`config.mk`:
```
export PLATFORM = sky130hd
export DESIGN_NAME = ramt_best
export DESIGN_NICKNAME = d
export VERILOG_FILES = /design/src/hdl/ramt_pkg.sv /design/src/hdl/ramt_best.sv
export SDC_FILE = /design/constraint.sdc
export NUM_CORES = 1
export LEC_CHECK = 0
export BUFFER_PORTS_ARGS = -buffer_cell sky130_fd_sc_hd__clkbuf_2
export CAP_MARGIN = 20
export CORE_MARGIN = 2
export CORE_UTILIZATION = 41
export DETAILED_ROUTE_END_ITERATION = 8
export GPL_ROUTABILITY_DRIVEN = 0
export PLACE_DENSITY = 0.94
export SLEW_MARGIN = 30
export SYNTH_ARGS = -nofsm -noshare
export SYNTH_HDL_FRONTEND = slang
export SYNTH_SLANG_ARGS = --single-unit
```
`constraint.sdc`:
```
create_clock -name vclk -period 2.8
set_input_delay 0.14 -clock vclk [all_inputs]
set_output_delay 0.14 -clock vclk [all_outputs]
set_load 0.02 [all_outputs]
```
`src/hdl/ramt_pkg.sv`:
```
// Shared types and constants for the range-assign range-max tree.
`default_nettype none
package ramt_pkg;

  localparam int DATA_W     = 32;
  localparam int RANGE_W    = 11;
  localparam int LEAVES_DEF = 1024;

  typedef enum logic {
    CMD_ASSIGN = 1'b0,
    CMD_QUERY  = 1'b1
  } cmd_e;

  typedef struct packed {
    cmd_e                       cmd;
    logic [RANGE_W-1:0]         range_start;
    logic [RANGE_W-1:0]         range_end;
    logic signed [DATA_W-1:0]   value;
  } req_t;

  typedef struct packed {
    logic signed [DATA_W-1:0]   max_value;
    logic                       none_in_range;
  } rsp_t;

  // One tree slot: written/pending bit plus value.
  typedef struct packed {
    logic                       ok;
    logic signed [DATA_W-1:0]   val;
  } slot_t;

  // One memory word: pending assignment and node maximum.
  typedef struct packed {
    slot_t pend;
    slot_t node;
  } entry_t;

  typedef enum logic [3:0] {
    ST_CLEAR,
    ST_IDLE,
    ST_PUSH_CHK,
    ST_PUSH_RD,
    ST_PUSH_W0,
    ST_PUSH_W1,
    ST_PUSH_W2,
    ST_MAIN,
    ST_QUERY_RD,
    ST_UPD_CHK,
    ST_UPD_RA,
    ST_UPD_RB
  } state_e;

endpackage
`default_nettype wire

```
`src/hdl/ramt_best.sv`:
```
// Shared compare unit: larger of two slots, unwritten slots lose.
`default_nettype none
module ramt_best (
  input  wire ramt_pkg::slot_t a_i,
  input  wire ramt_pkg::slot_t b_i,
  output ramt_pkg::slot_t y_o
);
  import ramt_pkg::*;

  always_comb begin
    if (!a_i.ok) begin
      y_o = b_i;
    end else if (!b_i.ok) begin
      y_o = a_i;
    end else if ($signed(a_i.val) >= $signed(b_i.val)) begin
      y_o = a_i;
    end else begin
      y_o = b_i;
    end
  end

endmodule
`default_nettype wire

```
Word-level counts from Yosys, hierarchy flattened
Cells that the tools add are included.
{"block": "totals", "reg_bits": 0, "wordCells": 4, "inputBits": 66, "out_inout_bits": 33}
{"block": "op_classes", "mux": 3, "magnitude_cmp": 1}
{"op": "2-to-1 mux 32 bit", "count": 2}
{"op": "2-to-1 mux 33 bit", "count": 1}
{"op": ">= comparator 32 bit", "count": 1}

Longest topological paths before layout
Gate-level depths: netlist (run 1).
{"block": "depth", "word_depth": 4, "mapped_depth": 9, "mapped_depth_nobuf": 8}

Worst setup path before layout (run 1)
No wires, ideal clock.
{"block": "synth_path", "kind": "input to output", "startpoint": "input port a_i[0] (netlist bit)", "endpoint": "output port y_o[6] (netlist bit)", "t_arrival_ps": 2071, "path_slack_ps": 589, "t_required_ps": 2660, "cell_stages": 9, "path_cell_list": "inv_1 ha_1 nand2b_1 a2111o_1 a32oi_1 a31oi_1 a21oi_2 buf_6 mux2_1"}
{"item": "start: declaration", "line": "ramt_best.sv:4", "rtl": "input wire ramt_pkg::slot_t a_i,"}
{"item": "end: declaration", "line": "ramt_best.sv:6", "rtl": "output ramt_pkg::slot_t y_o"}

==> results of run 1 <==
layout make-up:
| class | instances | area share [%] |
|---|---|---|
| multi-input cells | 116 | 61.04 |
| repair buffers | 101 | 29.54 |
| inverters | 33 | 7.169 |
| well taps | 31 | 2.245 |
logic make-up after synthesis:
logic type                 Yosys count  synth area share (%)
muxes                               32                 29.91
buffers and inverters               36                 13.08
AOI/OAI and AO/OA                   27                 13.60
and+or+nand+nor                     25                 10.18
adders and majority gates           32                 33.23
worst max-delay path by stage:
stage	start	endpoint	slack [ns]
2_1_floorplan	a_i[0]	y_o[6]	0.59
3_3_place_gp	b_i[29]	y_o[16]	0.33
3_5_place_dp	a_i[0]	y_o[3]	0.29
4_1_cts	a_i[0]	y_o[3]	0.29
5_1_grt	a_i[0]	y_o[3]	0.20
6_report	a_i[0]	y_o[3]	0.32
through the flow:
stage / setup slack, ns / hold WS (ns)
2_1_floorplan: 0.5893 / 0.4201
6_report: 0.3151 / 0.6292
3_5_place_dp: 0.2913 / 0.6306
5_1_grt: 0.1975 / 0.6561
3_3_place_gp: 0.3261 / 0.6239
4_1_cts: 0.2895 / 0.6306
per-layer routing:
layer  track usage (%)  up-vias  share of wire (%)
met5                 0        -                  0
li1                  -      734                  -
met3             1.116        2                7.9
met4            0.9967        0               0.64
met2             36.69       61                 55
met1             17.76      632                 37
cell usage after synthesis (2+ instances only):
master    number  share of area (%)
inv_1         33                 10
ha_1          32                 33
mux2_2        31                 29
a21oi_1       13                5.4
nand2_1       11                3.4
o21ai_0        5                2.1
nand4_1        4                2.1
buf_6          3                2.8
a31oi_1        2                1.0
nand2b_1       2                1.0
nand3_1        2               0.83
nor2_1         2               0.62
power by group through the flow:
stage               sequential (mW)  clock [mW]  combinational (mW)
floorplan                         0           0               0.211
global placement                  0           0               0.319
detailed placement                0           0               0.328
CTS                               0           0               0.330
global route                      0           0               0.359
finish                            0           0               0.325
critical path: cells and delay by family:
kind,cells,cell delay [ns]
AND/OR/NAND/NOR,1,0.14
AO/OA/AOI/OAI,4,0.87
adder cells (fa/ha/maj),1,0.26
buffers and inverters,4,0.55
multiplexers,1,0.38
==> metrics.md, run 1 <==
| Metric | Value |
|---|---|
| Fmax | `about 400 MHz` |
| Final hold vios | `0` |
| Die width | `58.21 µm` |
| Min-delay src | `b_i[32]` |
| Area growth syn-to-layout | `43.41%` |
| Switch share | `~53%` |
| Total GRT Usage | `approximately 17%` |
| WP data arrival | `~2.3 ns` |
| Hold-critical path depth | `3` |
| Sequential area share after synthesis | `0%` |
| Setup TNS | `0 ns` |
| WL final | `approximately 3.0 mm` |
| Clk pwr share | `0%` |
| Worst Path Max Fanout | `19` |
| Avg WL per Cell | `approximately 11 µm` |
| Fraction of layout cells with a size suffix above 1 | `between 50 and 60%` |
| Most common cell after layout, fill and taps aside | `clkbuf_2` |
| Commonest cells after routing, fill and taps aside | `99 x clkbuf_2, 33 x inv_1, 32 x ha_1` |
| Unrepaired setup endpoints after global routing | `false` |
| Critical path, cell by cell | `clkbuf_2 > inv_1 > ha_1 > nand2b_1 > a2111o_1 > a32oi_1 > a31oi_1 > a21oi_4 > buf_4 > mux2_2 > clkbuf_2` |
| Hold Crit Endpoint | `y_o[32]` |
| Placed Area | `0.001728 mm²` |
| Syn Inst Count | `roughly 150` |
| Sw Pwr | `about 0.17 mW` |
| Nets@finish | `350` |
| Pleak | `1.058 nW` |
| Vias/cell | `5.085` |
| I/O Buffers | `between 90 and 100` |
| Largest net degree at the start of global routing | `20` |
| Crit. End Element | `output pin` |
| Reg area | `0 µm²` |
| Final Setup Violations | `0` |
| Cell Rows | `19` |
| Pint | `0.1527 mW` |
| Sequential fraction of design power | `0%` |
| Antenna Cells | `0` |
| Top Ports | `99` |
| # DRC | `0` |
| DR iter-0 viols | `17` |
| Inst Count DP | `approximately 280` |
| Synth Cell Area | `0.001205 mm²` |
| Initial antenna violation count | `0` |
| Starting Density | `between 40% and 50%` |
| Status | `finished, final reports clean` |
| Synth Area per Inst | `just under 8 µm²` |
| Startpoint types | `input port` |
| Critical path class | `in -> out` |
| Die height | `roughly 58 µm` |
| Maxcap violations | `0` |
| ANT nets after route | `0` |
| Max Slew Vio Count | `0` |
| Final Cell Area | `approximately 0.0017 mm²` |
| Total power | `between 0.3 and 0.4 mW` |
| Overflow after GRT | `0` |
| Final std cells w/o fill | `281` |
| Final min period | `about 2.5 ns` |
| Crit-path slowest cell | `a2111o_1` |
| Cell area power density | `188.2 mW/mm²` |
| Post-Route Utilization | `62.12%` |
| Hold Crit Class | `in -> out` |
| Die area | `roughly 0.0034 mm²` |
| Number of fillers in the final layout | `~270` |
| First-pass DRT Iterations | `4` |
| DR vias | `around 1400` |
| First-pass GRT wire length | `around 4.8 mm` |
| Worst-margin pin slew | `0.3440 ns` |
| Yosys warns | `0` |
| Post-CTS Setup Bufs | `0` |
| Power share of the combinational group | `100.0%` |
| Tcrit/Tclk final | `88.75%` |
| Library cells used by synthesis | `24` |
| Top cell by count, worst path | `clkbuf_2` |
| Worst EP required | `~2.7 ns` |
| Core area | `0.002781 mm²` |
| Multi-input logic area | `0.001055 mm²` |
| Hold_buf cts | `0` |
| DP Wirelength | `about 2.9 mm` |
| Clk_buf instances | `0` |
| Vias in the first global route | `1276` |
| Post-cts resize count | `0` |
| Mapped Nets | `between 200 and 300` |
| Max transition margin | `between 70 and 80%` |
| FFs & Latches | `0` |
| CP max stage delay | `approximately 0.41 ns` |
| Max VDD drop | `roughly 0.12 mV` |
Power figures use the tool's default switching activity.
==> inputs of run 2 (changes only) <==
--- a/config.mk
+++ b/config.mk
@@ -8,10 +8,10 @@
 export BUFFER_PORTS_ARGS = -buffer_cell sky130_fd_sc_hd__clkbuf_2
 export CAP_MARGIN = 20
 export CORE_MARGIN = 2
-export CORE_UTILIZATION = 41
+export CORE_UTILIZATION = 40
 export DETAILED_ROUTE_END_ITERATION = 8
 export GPL_ROUTABILITY_DRIVEN = 0
-export PLACE_DENSITY = 0.94
+export PLACE_DENSITY = 0.92
 export SLEW_MARGIN = 30
 export SYNTH_ARGS = -nofsm -noshare
 export SYNTH_HDL_FRONTEND = slang
==> constraint.sdc (replaced) <==
create_clock -name vclk -period 2.56
set_input_delay 0.128 -clock vclk [all_inputs]
set_output_delay 0.128 -clock vclk [all_outputs]
set_load 0.02 [all_outputs]
==> metrics.md, run 2 (synthesis results as in run 1) <==
| Metric | Value |
|---|---|
| Final Cell Area | `0.001754 mm²` |
| Top Ports | `99` |
| DP Wirelength | `approximately 3 mm` |
| FFs & Latches | `0` |
| DR iter-0 viols | `27` |
| Hold slack | `just over 0.6 ns` |
| # DRC | `7` |
| Antenna Cells | `0` |
| Critical path class | `in -> out` |
| Max transition margin | `between 70% and 80%` |
| Setup ws final | `0.1175 ns` |
| Post-cts resize count | `0` |
| WP data arrival | `2.31 ns` |
| Final std cells w/o fill | `approximately 280` |
| Reg area | `0 µm²` |
| Area growth syn-to-layout | `45.59%` |
| Clk_buf instances | `0` |
| Total power | `around 0.37 mW` |
| Crit. End Element | `output pin` |
| Die area | `~0.0035 mm²` |
| Avg WL per Cell | `~12 µm` |
| Pleak | `between 1 and 1.5 nW` |
| Tcrit/Tclk final | `95.41%` |
| Starting Density | `42.95%` |
| Worst EP required | `about 2.4 ns` |
| Maxcap violations | `0` |
| Commonest cells after routing, fill and taps aside | `99 x clkbuf_2, 33 x inv_1, 32 x ha_1` |
| Dpl ws | `between 0.05 and 0.06 ns` |
| Worst Path Max Fanout | `23` |
| CP max stage delay | `0.41 ns` |
| Nets@finish | `350` |
| Most common cell after layout, fill and taps aside | `clkbuf_2` |
| Vias in the first global route | `around 1300` |
| Top cell by count, worst path | `clkbuf_2` |
| Post-CTS Setup Bufs | `0` |
| Worst-margin pin slew | `between 0.3 and 0.4 ns` |
| Die height | `a little under 60 µm` |
| Initial antenna violation count | `0` |
| ANT nets after route | `0` |
| Cell Rows | `19` |
| Placed Area | `between 0.0015 and 0.002 mm²` |
| Status | `finished with violations` |
| First-pass DRT Iterations | `6` |
| Overflow after GRT | `0` |
| Cell area power density | `approximately 210 mW/mm²` |
| Fraction of layout cells with a size suffix above 1 | `~54%` |
| Hold Crit Class | `in -> out` |
| Final Setup Violations | `0` |
| I/O Buffers | `slightly below 100` |
| First-pass GRT wire length | `between 4 and 5 mm` |
| Final min period | `2.442 ns` |
| Critical path, cell by cell | `clkbuf_2 > inv_1 > ha_1 > nand2b_1 > a2111o_1 > a32oi_1 > a31oi_1 > a21oi_4 > buf_12 > mux2_2 > clkbuf_2` |
| Inst Count DP | `281` |
| Total GRT Usage | `approximately 18%` |
| Failing checks | `design-rule violations` |
| Vias/cell | `roughly 5` |
| Crit-path slowest cell | `a2111o_1` |
| Largest net degree at the start of global routing | `24` |
| Max VDD drop | `~0.12 mV` |
| Final hold vios | `0` |
| Max Slew Vio Count | `0` |
| Startpoint types | `input port` |
| Hold_buf cts | `0` |
| WL final | `3.236 mm` |
| Die width | `58.89 µm` |
| Core area | `0.002805 mm²` |
| Fmax | `about 400 MHz` |
| DR vias | `between 1000 and 1500` |
[run 2: worst max-delay path, delay by kind of cell]
| kind | cells | cell delay, ns |
|---|---|---|
| buf+inv | 4 | 0.48 |
| compound gates | 4 | 0.94 |
| mux | 1 | 0.36 |
| fa+ha+maj | 1 | 0.27 |
| simple gates | 1 | 0.14 |
[run 2: worst paths after layout]
path | start | end | slack (ns) | depth (start not counted)
worst max-delay path | a_i[0] | y_o[10] | 0.12 | 11
worst min-delay path | b_i[32] | y_o[32] | 0.61 | 3
[run 2: cell type report]
cell class	instances	area, µm²
well taps	31	38.79
repair buffers	101	523.0
multi-input cells	116	1069
inverters	33	123.9
fillers	264	1051
[run 2: layer usage]
layer,global-route usage (%),share of wire (%),up-vias
li1,-,-,735
met1,16.67,36,614
met2,39.52,55,62
met3,1.758,8.1,2
met4,1.948,0.53,0
met5,0,0,-
[run 2: through the flow]
stage	TNS, ns	utilization, %
detailed placement	0	62.04
CTS	0	62.04
finish	0	62.53
global placement	0	62.04
floorplan	0	-
global route	-0.3417	62.53
[run 2: power breakdown]
group	total, mW	switching (mW)	internal, mW
Sequential	0	0	0
Combinational	0.366	0.194	0.172
Clock	0	0	0
Total	0.366	0.194	0.172
